**src/bce_pkg.sv**
```systemverilog
`timescale 1ns / 1ps
// ----------------------------------------------------------------------------
// Block colour entropy package
// Shared sizes, types and helper functions for the colour entropy core and
// its divider.
// ----------------------------------------------------------------------------
package bce_pkg;

   // Largest number of pixels counted in one block.
   localparam int MaxPixels = 256;

   // Width of a pixel count that can hold MaxPixels itself.
   localparam int CntW = $clog2(MaxPixels + 1);
   // Index into the list of touched bins.
   localparam int IdxW = (MaxPixels > 1) ? $clog2(MaxPixels) : 1;
   // Width of floor(log2) of a count.
   localparam int LogW = (CntW > 1) ? $clog2(CntW) : 1;
   // Width of the weighted sum over all bins.
   localparam int SumW = CntW + LogW;
   // Scaling of the score, and the width of the scaled sum.
   localparam int ScaleFactor = 100;
   localparam int ProdW = SumW + 7;
   // Iteration counter of the divider.
   localparam int DivCntW = $clog2(ProdW + 1);

   // Quantised 5-6-5 colour.
   localparam int ColorW = 16;
   localparam int ColorBins = 65536;
   localparam logic [7:0] RedMask = 8'hF8;
   localparam logic [7:0] GreenMask = 8'hFC;

   // Widths of the result fields.
   localparam int ScoreW = 10;
   localparam int PixelsW = 9;

   typedef logic [CntW-1:0] count_type;
   typedef logic [LogW-1:0] log_type;
   typedef logic [ColorW-1:0] color_type;

   // Reduce an RGB pixel to its 5-6-5 colour code.
   function automatic color_type quantize(logic [7:0] red, logic [7:0] green,
                                          logic [7:0] blue);
      logic [7:0] r_m;
      logic [7:0] g_m;
      r_m = red & RedMask;
      g_m = green & GreenMask;
      return {r_m[7:3], g_m[7:2], blue[7:3]};
   endfunction

   // Position of the highest set bit; zero for an input of zero or one.
   function automatic log_type floor_log2(count_type v);
      log_type r;
      r = '0;
      for (int i = 1; i < CntW; i++) begin
         if (v[i]) begin
            r = LogW'(i);
         end
      end
      return r;
   endfunction

endpackage

```
**src/bce_divider.sv**
```systemverilog
`timescale 1ns / 1ps
// ----------------------------------------------------------------------------
// Block colour entropy divider
// Restoring divider that produces one quotient bit per cycle. The quotient
// holds its value from the done pulse until the next start.
// ----------------------------------------------------------------------------
module bce_divider (
   input  logic                        clock,
   input  logic                        reset,
   input  logic                        start,
   input  logic [bce_pkg::ProdW-1:0]   dividend,
   input  bce_pkg::count_type          divisor,
   output logic                        done,
   output logic [bce_pkg::ProdW-1:0]   quotient
);

   logic                        busy_ff, busy_in;
   logic                        done_ff, done_in;
   logic [bce_pkg::DivCntW-1:0] step_ff, step_in;
   bce_pkg::count_type          rem_ff, rem_in;
   logic [bce_pkg::ProdW-1:0]   quo_ff, quo_in;
   logic [bce_pkg::CntW:0]      shifted;
   logic [bce_pkg::CntW:0]      trial;
   logic                        fits;

   // One restoring step: bring down the next dividend bit and try to subtract.
   always_comb begin
      shifted = {rem_ff, quo_ff[bce_pkg::ProdW-1]};
      trial = shifted - {1'b0, divisor};
      fits = (shifted >= {1'b0, divisor});
   end

   // Next-state logic of the iteration.
   always_comb begin
      busy_in = busy_ff;
      done_in = 1'b0;
      step_in = step_ff;
      rem_in = rem_ff;
      quo_in = quo_ff;
      if (start) begin
         busy_in = 1'b1;
         step_in = '0;
         rem_in = '0;
         quo_in = dividend;
      end else if (busy_ff) begin
         rem_in = fits ? trial[bce_pkg::CntW-1:0] : shifted[bce_pkg::CntW-1:0];
         quo_in = {quo_ff[bce_pkg::ProdW-2:0], fits};
         step_in = step_ff + 1'b1;
         if (step_ff == bce_pkg::DivCntW'(bce_pkg::ProdW - 1)) begin
            busy_in = 1'b0;
            done_in = 1'b1;
         end
      end
   end

   always_ff @(posedge clock) begin
      if (reset) begin
         busy_ff <= 1'b0;
         done_ff <= 1'b0;
         step_ff <= '0;
      end else begin
         busy_ff <= busy_in;
         done_ff <= done_in;
         step_ff <= step_in;
      end
      rem_ff <= rem_in;
      quo_ff <= quo_in;
   end

   assign done = done_ff;
   assign quotient = quo_ff;

endmodule

```
**config.mk**
```make
export PLATFORM = sky130hd
export DESIGN_NAME = bce_divider
export DESIGN_NICKNAME = d
export VERILOG_FILES = /design/src/bce_pkg.sv /design/src/bce_divider.sv
export SDC_FILE = /design/constraint.sdc
export NUM_CORES = 1
export LEC_CHECK = 0
export ABC_AREA = 1
export BUFFER_PORTS_ARGS = -buffer_cell sky130_fd_sc_hd__clkbuf_2
export CELL_PAD_IN_SITES_DETAIL_PLACEMENT = 1
export CELL_PAD_IN_SITES_GLOBAL_PLACEMENT = 1
export CORE_ASPECT_RATIO = 0.6
export CORE_MARGIN = 3
export CORE_UTILIZATION = 41
export CTS_BUF_LIST = sky130_fd_sc_hd__clkbuf_4 sky130_fd_sc_hd__clkbuf_8 sky130_fd_sc_hd__clkbuf_16
export CTS_CLUSTER_DIAMETER = 50
export DETAILED_ROUTE_END_ITERATION = 16
export GPL_ROUTABILITY_DRIVEN = 0
export PLACE_DENSITY = 0.87
export SLEW_MARGIN = 20
export SYNTH_ARGS = -nofsm -noshare
export SYNTH_HDL_FRONTEND = slang
export SYNTH_SLANG_ARGS = --single-unit
```
**constraint.sdc**
```tcl
create_clock -name clock -period 4.4 [get_ports clock]
set_input_delay 0.66 -clock clock [delete_from_list [all_inputs] [get_ports clock]]
set_output_delay 0.66 -clock clock [all_outputs]
set_load 0.03 [all_outputs]
```
After elaboration in Yosys (flattened, before gate mapping)
Index checks and enable logic that the tools add are counted.
- add/subtract/negate cells: 2
- order comparisons: 1
- eq/ne operators: 1
- multiplexer cells: 7
- bitwise logic cells: 1
- reductions and logical operators: 3
- operators with widths (cell ; number):
    20-bit two-way mux ; 2
    10-bit by 9-bit greater-or-equal comparator with 1-bit output ; 1
    9-bit two-way mux ; 1
    9-bit subtractor ; 1
    5-bit by 1-bit adder with 5-bit output (second input constant) ; 1
    5-bit equality test (second input constant) ; 1
    1-bit two-way mux ; 4
    3-bit OR reduction ; 1
    2-bit nonzero test ; 1
    2-bit OR reduction ; 1
    1-bit inverter ; 1
- bits in registers: 36
- input bits: 32
- output and inout bits: 21
- word-level logic and storage cells: 20

Depth between registers and ports, before layout
Gate-level depths: netlist (run 1).
- depth after elaboration: 4
- mapped depth: 13
- depth with buffers taken out: 13

Worst setup path before layout (run 1)
OpenSTA, ideal clock, no wires.
- path kind: reg-to-reg
- start: register quo_ff, in the netlist quotient[19]
- end: register quo_ff, in the netlist quotient[0], data pin
- setup time: 0.269 ns
- data arrival time: 1.739 ns
- data required time: 4.131 ns
- setup slack: 2.392 ns
- cell stages (with the launch flop): 10
- path buffers: 1
- clock period less this slack: 2.008 ns
- cell sequence: edfxtp_1 -> inv_1 -> ha_1 -> inv_1 -> fa_1 -> nand4_2 -> nand2_2 -> nand2_2 -> buf_6 -> a31oi_2
- word-level cells in the longest chain between the ends: 3
- RTL lines (element ; line ; RTL):
    start, declared ; bce_divider.sv:21 ; logic [bce_pkg::ProdW-1:0] quo_ff, quo_in;
    start signal, assigned ; bce_divider.sv:67 ; quo_ff <= quo_in;
    10-bit by 9-bit greater-or-equal comparator with 1-bit output ; bce_divider.sv:30 ; fits = (shifted >= {1'b0, divisor});
    20-bit two-way mux ; bce_divider.sv:45 ; end else if (busy_ff) begin
    20-bit two-way mux ; bce_divider.sv:40 ; if (start) begin
    net quo_in, one bit ; bce_divider.sv:21 ;
The timed path passes the listed nets, and every way through them passes these cells. The select of a mux whose other input is x is not followed.
A chain may end at the register's enable or synchronous reset.

Worst setup path in the final report (run 1)
- start: register quo_ff, in the netlist quotient[19]
- end: register rem_ff[4]
- word-level cells in the longest chain between the ends: 2
- elaborated cells on any way between the ends: 3
- classes of those cells: add/sub (1); order compare (1); mux (1)
- RTL lines (element ; line ; RTL):
    9-bit subtractor / 10-bit by 9-bit greater-or-equal comparator with 1-bit output (equally long branches) ; bce_divider.sv:29, bce_divider.sv:30 ;
    9-bit two-way mux (*) ; bce_divider.sv:46 ; rem_in = fits ? trial[bce_pkg::CntW-1:0] : shifted[bce_pkg::CntW-1:0];
    end signal, assigned ; bce_divider.sv:66 ; rem_ff <= rem_in;
    end, declared ; bce_divider.sv:20 ; bce_pkg::count_type rem_ff, rem_in;
Every way passes the cells marked *; elsewhere a longest branch is shown, timed or not.

==> impl_metrics.csv, run 1 <==
group,metric,value,unit
status,outcome,"completed",
synth,synth_fp_nets,331,
power,clkPwrFrac,33.6,%
global_route,antenna_found_initial,0,
timing,hold_viol,0,
timing,setup_viol,0,
setup_path,crit_required,4.65,ns
clock_network,cts.htree.levels,2,
floorplanning,die_y,62.54,um
floorplanning,dieWidth,100.2,um
synth,synth_top_family_by_area,"simple AND/OR/NAND/NOR gates",
power,switchingPower,0.2677,mW
setup_path,r2r-end,"rem_ff[4]",
synth,synthMuxAreaShare,0,%
timing,relSlewSlack,53.88,%
clock_network,post_cts_buffers,0,
drt,wirelength,6214,um
synth,ys_seq_area_share,42.15,%
synth,synth_seq_cells,36,
synth,synth_cells,288,
global_route,grt_pass1_wl,10030,um
clock_network,cts_inserted_buffers,5,
synth,synth_cell_types,29,
timing,fmax,0.4541,GHz
placed_design,io_buffers,52,
clock_network,clk_pin_slew,0.08,ns
setup_path,crit_path_start_kind,"register",
setup_path,r2r_cells,11,
setup_path,reg2reg_from,"quotient[19]",
timing,skew,0.01291,ns
synth,syn-cell-area,2185,um2
synth,avgSynthCellArea,7.585,um2
synth,yosysWarnings,0,
global_route,first_global_vias,2045,
setup_path,startpoint,"quotient[19]",
setup_path,critPathArrivalTime,2.45,ns
cells_and_area,antenna_cells,0,
cells_and_area,instances_no_fill,402,
placed_design,dp_hpwl,4838,um
power,switching_share,30.65,%
cells_and_area,mostFrequentLayoutCells,"nand2_1 (122), clkbuf_2 (52), inv_1 (39)",
hold_path,hold-path-cell-count,2,
timing,worst_slew_pin_slew,0.6910,ns
hold_path,hp-class,"register to register",
floorplanning,dieArea,6269,um2
setup_path,endpoint_kind,"register",
power,p_seq_share,45.8,%
clock_network,cts_tree,"yes",
drt,drt_iter0_markers,63,
cells_and_area,area_delta_synth_final,17.93,%
clock_network,cts_buffer_depth,2,
placed_design,post-place-cells,394,
power,p_per_area,339.0,nW/um2
cells_and_area,final_layout_size_suffix_gt1_share,24.19,%
timing,period_needed,2.202,ns
floorplanning,core-area,4850,um2
setup_path,crit_end,"rem_ff[4]",
cells_and_area,nFillCells,644,
timing,fin_crit_sh,50.05,%
clock_network,cts_root_buffer,"clkbuf_8",
power,p_leak,1.439,nW
drt,wl_per_cell,15.46,um
power,fin_total_pwr,0.8733,mW
global_route,grt_start_max_net_pins,24,
synth,synth_simple_gate_area_share,37.17,%
power,ir_worst_vdd,0.0001625,V
drt,ant_nets,0,
floorplanning,io_pins,53,
timing,drv_slew,0,
timing,rsz0062_at_grt,"false",
clock_network,cts.sinks,36,
setup_path,crit_fanout,11,
clock_network,clock_latency,0.30,ns
floorplanning,start_util,45.05,%
setup_path,criticalPathCategory,"register to register",
job,cap_violations,0,
clock_network,cts_hold_buf,0,
drt,viasPerCell,5.057,
power,p_comb_share,20.6,%
setup_path,worst-r2r-setup-slack,2.20,ns
drt,route.detailed.drc,0,
global_route,grt_overflow,0,
global_route,track_usage,20.29,%
synth,synth_xor_area_share,1.203,%
floorplanning,rows,19,
cells_and_area,layout_commonest_cell,"nand2_1",
synth,synth-compound-area-share,3.322,%
clock_network,ctsResizeCount,0,
synth,synthAdderAreaFrac,6.644,%
drt,dr.pass1.iters,4,
timing,fin_setup_tns,0,ns
power,intPower,0.6056,mW
drt,vias,2033,
cells_and_area,nets,381,
## through the flow
stage | util [%] | setup WS [ns] | hold slack, ns | cell area, um2
5_1_grt | 53.12 | 2.064 | 0.5260 | 2576
3_5_place_dp | 50.93 | 1.975 | 0.4763 | 2470
2_1_floorplan | - | 2.392 | 0.4480 | 2185
6_report | 53.12 | 2.198 | 0.4868 | 2576
3_3_place_gp | 50.93 | 2.032 | 0.4684 | 2470
4_1_cts | 53.12 | 2.190 | 0.4879 | 2576
## worst min path at each step
stage                           end  slack [ns]      start
after floorplan           rem_ff[1]        0.45  rem_ff[1]
after global placement    rem_ff[4]        0.47  rem_ff[4]
after detailed placement  rem_ff[4]        0.48  rem_ff[4]
after CTS                 rem_ff[4]        0.49  rem_ff[4]
after global routing      rem_ff[7]        0.53  rem_ff[7]
final                     rem_ff[4]        0.49  rem_ff[4]
## sequential cells by signal, summed over array words and instances, names as in the netlist
signal and count:
busy_ff 1, done 1, quotient 20, rem_ff 9, step_ff 5
## power by group through the flow
stage / sequential, mW / clock (mW) / combinational, mW
2_1_floorplan: 0.441 / 0 / 0.0871
3_3_place_gp: 0.406 / 0 / 0.172
3_5_place_dp: 0.407 / 0 / 0.180
4_1_cts: 0.400 / 0.295 / 0.181
5_1_grt: 0.403 / 0.312 / 0.197
6_report: 0.400 / 0.293 / 0.180
## critical path, cell delays in order (launching register included)
cell and delay, ns:
edfxtp_1 0.38, inv_1 0.12, ha_1 0.16, inv_1 0.07, fa_1 0.44, nand4_2 0.14
nand2_2 0.08, nand2_2 0.26, nand2_2 0.22, nand2_1 0.12, nand3_1 0.09, nand2_1 0.07
## cell usage after synthesis, drive strengths merged
library cell	instances	area [um2]
fa	1	20.02
dfxtp	16	320.3
inv	41	153.9
ha	10	125.1
o211ai	1	7.510
nand4	2	18.77
a21oi	7	38.79
nand3	28	185.2
xnor2	3	26.28
nand2	128	495.5
nor2	12	66.31
edfxtp	20	600.6
buf	4	35.03
nor3	5	25.02
nor2b	1	13.76
o21a	1	7.510
a31oi	2	18.77
clkbuf	5	18.77
nor3b	1	7.510
## layout make-up
| cell class | instances | area (um2) | share of cell area [%] |
|---|---|---|---|
| multi-input combinational | 202 | 1056 | 40.99 |
| sequential | 36 | 920.9 | 35.75 |
| timing repair buffer | 52 | 260.3 | 10.10 |
| inverter | 41 | 153.9 | 5.974 |
| tap | 63 | 78.83 | 3.060 |
| clock buffer | 5 | 68.82 | 2.671 |
| clock inverter | 3 | 37.54 | 1.457 |
## cells by family (layout without fill, tap and decap cells)
group           after synthesis  after routing
compound gates               11             11
xor+xnor                      3              3
fa+ha+maj                    11             11
buf+inv                      50            101
flops                        36             36
simple gates                177            177
## layer usage
| layer | track usage (%) | wire length, um | vias to the layer above |
|---|---|---|---|
| li1 | - | - | 1001 |
| met1 | 27.40 | 2982 | 983 |
| met2 | 33.66 | 2917 | 41 |
| met3 | 4.125 | 254 | 8 |
| met4 | 4.034 | 59 | 0 |
| met5 | 0 | 0 | - |
Note: power is estimated with default switching activity, not from simulation.
==> run 2: changes to the inputs <==
Settings changed: CORE_UTILIZATION 41 to 35, PLACE_DENSITY 0.87 to 0.8.
Clock period 4.4 ns to 1.9 ns, I/O delays scaled along.
==> run 2 against run 1 <==
Effect of this change:
- maximum frequency rose by 21%
- sequential share of layout area fell by 2.8 points
- setup slack got worse by 2.1 ns
- non-clock buffer count rose by 16
- clock power rose by 130%
- worst hold slack got worse by 0.22 ns
- clock skew fell by 0.0061 ns
- total power rose by 140%
- largest power group unchanged
==> impl_metrics.csv, run 2 (synthesized netlist as in run 1, its figures left out) <==
group,metric,value,unit
hold_path,hold-path-cell-count,3,
drt,route.detailed.drc,0,
setup_path,path_delay_family,"adder cells",
placed_design,placed_area,2576,um2
global_route,grt_pass1_wl,10550,um
timing,fin_crit_sh,95.94,%
timing,relSlewSlack,69.02,%
setup_path,criticalPathCategory,"register to register",
setup_path,cp_num_buf_inv,3,
timing,setup_viol,0,
cells_and_area,nets,397,
floorplanning,dieWidth,108.0,um
cells_and_area,layout_commonest_cell,"nand2_1",
global_route,first_global_vias,2181,
placed_design,dp_hpwl,4927,um
setup_path,cp_slowest_cell,"edfxtp_1",
clock_network,clk_pin_slew,0.08,ns
clock_network,cts.htree.levels,2,
power,fin_total_pwr,2.082,mW
setup_path,crit_required,2.09,ns
clock_network,cts_tree,"yes",
global_route,grt_overflow,0,
setup_path,cp.depth,11,
setup_path,critPathArrivalTime,2.01,ns
floorplanning,rows,21,
placed_design,io_buffers,52,
power,p_leak,1.550,nW
hold_path,hp-class,"primary input to register",
clock_network,cts_inserted_buffers,5,
status,outcome,"completed",
cells_and_area,instances_no_fill,435,
drt,drt_iter0_markers,69,
power,ir_worst_vdd,0.0002879,V
global_route,antenna_found_initial,0,
drt,vias,2059,
timing,fmax,0.5486,GHz
cells_and_area,largest_register_ffs,20,
placed_design,pre_cts_ws,0.0007947,ns
setup_path,path_cells,"inv_2 -> ha_4 -> inv_2 -> fa_2 -> nand3_2 -> nand3_4 -> buf_4 -> xnor2_2 -> nand2_1 -> nand3_1 -> nand2_1",
floorplanning,io_pins,53,
floorplanning,start_util,37.62,%
power,p_per_area,744.7,nW/um2
cells_and_area,mostFrequentLayoutCells,"nand2_1 (121), clkbuf_2 (52), inv_1 (37)",
clock_network,cts_root_buffer,"clkbuf_8",
timing,drv_slew,0,
global_route,track_usage,18.86,%
timing,hold_viol,0,
clock_network,clock_latency,0.29,ns
cells_and_area,antenna_cells,0,
cells_and_area,area_delta_synth_final,28.01,%
drt,dr.pass1.iters,4,
placed_design,post-place-cells,422,
timing,skew,0.006777,ns
setup_path,crit_fanout,3,
global_route,grt_start_max_net_pins,22,
setup_path,r2r_cells,11,
setup_path,crit_path_start_kind,"register",
job,cap_violations,0,
setup_path,max_stage_delay,0.41,ns
drt,wirelength,6528,um
cells_and_area,fin_util,48.16,%
timing,setup_slack,0.07705,ns
drt,wl_per_cell,15.01,um
drt,viasPerCell,4.733,
timing,period_needed,1.823,ns
setup_path,endpoint_kind,"register",
floorplanning,core-area,5807,um2
cells_and_area,final_layout_size_suffix_gt1_share,30.70,%
cells_and_area,design_area,2796,um2
drt,ant_nets,0,
clock_network,cts.sinks,36,
floorplanning,dieArea,7257,um2
timing,worst_slew_pin_slew,0.4640,ns
clock_network,cts_hold_buf,0,
clock_network,cts_buffer_depth,2,
floorplanning,die_y,67.20,um
run 2: final timing paths:
| check | from | end | slack, ns |
|---|---|---|---|
| min reg2reg | rem_ff[7] | rem_ff[7] | 0.49 |
| max | quotient[19] | rem_ff[4] | 0.08 |
| min | dividend[11] | quotient[11] | 0.27 |
| max reg2reg | quotient[19] | rem_ff[4] | 0.08 |
run 2: power breakdown:
part	internal (mW)	leakage [nW]	total, mW	switching (mW)
clock	0.404	0.0586	0.683	0.280
sequential	0.888	0.335	0.926	0.0383
combinational	0.169	1.16	0.473	0.304
run 2: cell type report:
cell class | instances | area, um2
inverter | 41 | 153.9
clock inverter | 2 | 35.03
fill | 735 | 3010
timing repair buffer | 68 | 387.9
sequential | 36 | 920.9
multi-input combinational | 202 | 1122
tap | 80 | 100.1
clock buffer | 6 | 76.32
run 2: per-layer routing:
metal | GRT usage [%] | part of all wire [%] | vias to the layer above
li1 | - | - | 1038
met3 | 3.820 | 2.5 | 7
met4 | 3.937 | 0.77 | 0
met2 | 32.74 | 49 | 22
met1 | 24.72 | 48 | 992
met5 | 0 | 0 | -
run 2: timing repair:
action	CTS	global route
pin swaps	2	5
cloned	0	0
buffers inserted	3	2
endpoints found under the setup margin	1	10
gates resized for setup	4	10
run 2: tightest hold or removal path, cell delays in order:
cell and delay (ns):
clkbuf_2 0.08, nand2_1 0.04, nand2_1 0.05
run 2: stage by stage:
step / hold slack (ns) / TNS, ns
after floorplan: 0.4480 / -0.01762
after global placement: 0.4684 / 0
after CTS: 0.2638 / -0.02551
after detailed placement: 0.4804 / 0
final: 0.2710 / 0
after global routing: 0.2529 / -0.2282
==> run 3: changes to the inputs <==
Settings changed: CORE_ASPECT_RATIO 0.6 to 0.75.
==> run 3 against run 2 <==
Effect of this change:
- clock skew is 0.00065 ns higher
- first-iteration DRC count decreased by 16%
- critical endpoint is now rem_ff[7]
- sequential share of layout area increased by 0.21 points
- total power is 8.9% lower
- critical path depth stayed put
==> impl_metrics.csv, run 3 (synthesized netlist as in run 1, its figures left out) <==
group,metric,value,unit
global_route,grt_start_max_net_pins,22,
setup_path,endpoint_kind,"register",
cells_and_area,nFillCells,768,
hold_path,hp-class,"primary input to register",
setup_path,criticalPathCategory,"register to register",
floorplanning,rows,24,
cells_and_area,design_area,2779,um2
floorplanning,io_pins,53,
setup_path,max_stage_delay,0.44,ns
clock_network,cts_buffer_depth,2,
setup_path,crit_required,2.08,ns
setup_path,crit_fanout,6,
setup_path,path_cells,"inv_2 -> ha_2 -> inv_2 -> fa_2 -> nand4_4 -> nand2_4 -> nand2_8 -> buf_6 -> nand3_2 -> nand3_2 -> nand2_1",
placed_design,post-place-cells,419,
placed_design,io_buffers,52,
clock_network,clk_pin_slew,0.07,ns
cells_and_area,mostFrequentLayoutCells,"nand2_1 (121), clkbuf_2 (52), inv_1 (37)",
clock_network,cts.sinks,36,
timing,rsz0062_at_grt,"true",
setup_path,worst-r2r-setup-slack,0.07,ns
timing,drv_slew,0,
hold_path,hold-path-cell-count,3,
setup_path,cp_slowest_cell,"fa_2",
cells_and_area,largest_register_ffs,20,
floorplanning,dieArea,7235,um2
drt,viasPerCell,4.741,
status,outcome,"completed",
placed_design,dp_hpwl,4605,um
timing,worst_slew_pin_slew,0.4503,ns
timing,skew,0.007429,ns
cells_and_area,instances_no_fill,429,
cells_and_area,nets,393,
drt,vias,2034,
power,ir_worst_vdd,0.0002657,V
timing,fmax,0.5451,GHz
power,p_per_area,682.5,nW/um2
clock_network,cts_hold_buf,0,
drt,dr.pass1.iters,4,
placed_design,placed_area,2579,um2
setup_path,crit_path_start_kind,"register",
clock_network,cts_tree,"yes",
drt,drt_iter0_markers,58,
timing,fin_crit_sh,96.55,%
timing,holdWs,0.2633,ns
power,p_leak,1.524,nW
cells_and_area,final_layout_size_suffix_gt1_share,31.05,%
timing,period_needed,1.835,ns
floorplanning,dieWidth,97.23,um
drt,route.detailed.drc,0,
setup_path,critPathArrivalTime,2.02,ns
global_route,track_usage,16.33,%
cells_and_area,multiInputGateArea,1154,um2
global_route,grt_overflow,0,
timing,hold_viol,0,
cells_and_area,antenna_cells,0,
setup_path,cp_num_buf_inv,3,
floorplanning,start_util,36.93,%
floorplanning,die_y,74.42,um
cells_and_area,area_delta_synth_final,27.21,%
job,cap_violations,0,
clock_network,cts_root_buffer,"clkbuf_8",
global_route,grt_pass1_wl,9556,um
clock_network,cts_inserted_buffers,5,
global_route,first_global_vias,2113,
setup_path,path_delay_family,"adder cells",
timing,fin_setup_tns,0,ns
clock_network,cts.htree.levels,2,
cells_and_area,layout_commonest_cell,"nand2_1",
floorplanning,core-area,5916,um2
setup_path,cp.depth,11,
cells_and_area,final-seq-area,920.9,um2
timing,setup_viol,0,
setup_path,r2r_cells,11,
clock_network,clock_latency,0.29,ns
timing,relSlewSlack,69.93,%
drt,wl_per_cell,13.64,um
global_route,antenna_found_initial,0,
drt,wirelength,5852,um
drt,ant_nets,0,
run 3: changes by cell type in the layout (fill, tap and decap cells not counted), sizes merged:
cell and delta:
buf -4, bufinv -1, clkbuf -1, clkinv +2
run 3: area by class of cell:
| class | instances | area share, % |
|---|---|---|
| tap | 78 | 3.512 |
| sequential | 36 | 33.14 |
| clock inverter | 3 | 0.4953 |
| clock buffer | 5 | 2.476 |
| multi-input combinational | 202 | 41.51 |
| timing repair buffer | 64 | 13.33 |
| inverter | 41 | 5.538 |
run 3: repair_timing:
item,in CTS,in global routing
buffers inserted,0,2
pin swaps,0,5
gates resized for setup,1,20
endpoints found under the setup margin,1,9
run 3: worst reg2reg max path, stage by stage (launching register included):
cell,delay [ns]
edfxtp_1,0.40
inv_2,0.08
ha_2,0.16
inv_2,0.05
fa_2,0.44
nand4_4,0.10
nand2_4,0.08
nand2_8,0.09
buf_6,0.12
nand3_2,0.08
nand3_2,0.09
nand2_1,0.05
run 3: worst paths after layout:
| path | end | from |
|---|---|---|
| max | rem_ff[7] | quotient[19] |
| max reg2reg | rem_ff[7] | quotient[19] |
| min reg2reg | rem_ff[7] | rem_ff[7] |
| min | quotient[5] | dividend[5] |
run 3: metrics by stage:
| step | util [%] | setup WS, ns | power (mW) |
|---|---|---|---|
| global route | 46.98 | -0.03061 | 2.011 |
| finish | 46.98 | 0.06546 | 1.896 |
| global placement | 43.59 | 0.1088 | 1.355 |
| CTS | 45.07 | 0.02758 | 1.896 |
| detailed placement | 43.59 | 0.01574 | 1.371 |
| floorplan | - | -0.01762 | 1.224 |
run 3: report_power, final:
group | total [mW] | internal, mW | switching [mW] | leakage (nW)
Combinational | 0.455 | 0.159 | 0.296 | 1.14
Clock | 0.519 | 0.249 | 0.270 | 0.0453
Sequential | 0.922 | 0.888 | 0.0349 | 0.335
Total | 1.90 | 1.30 | 0.601 | 1.52
run 3: routing by layer:
layer / wire (um) / track usage (%) / up-vias
li1: - / - / 1029
met1: 2671 / 20.46 / 966
met2: 2963 / 29.51 / 31
met3: 159 / 3.093 / 8
met4: 58 / 4.455 / 0
met5: 0 / 0 / -
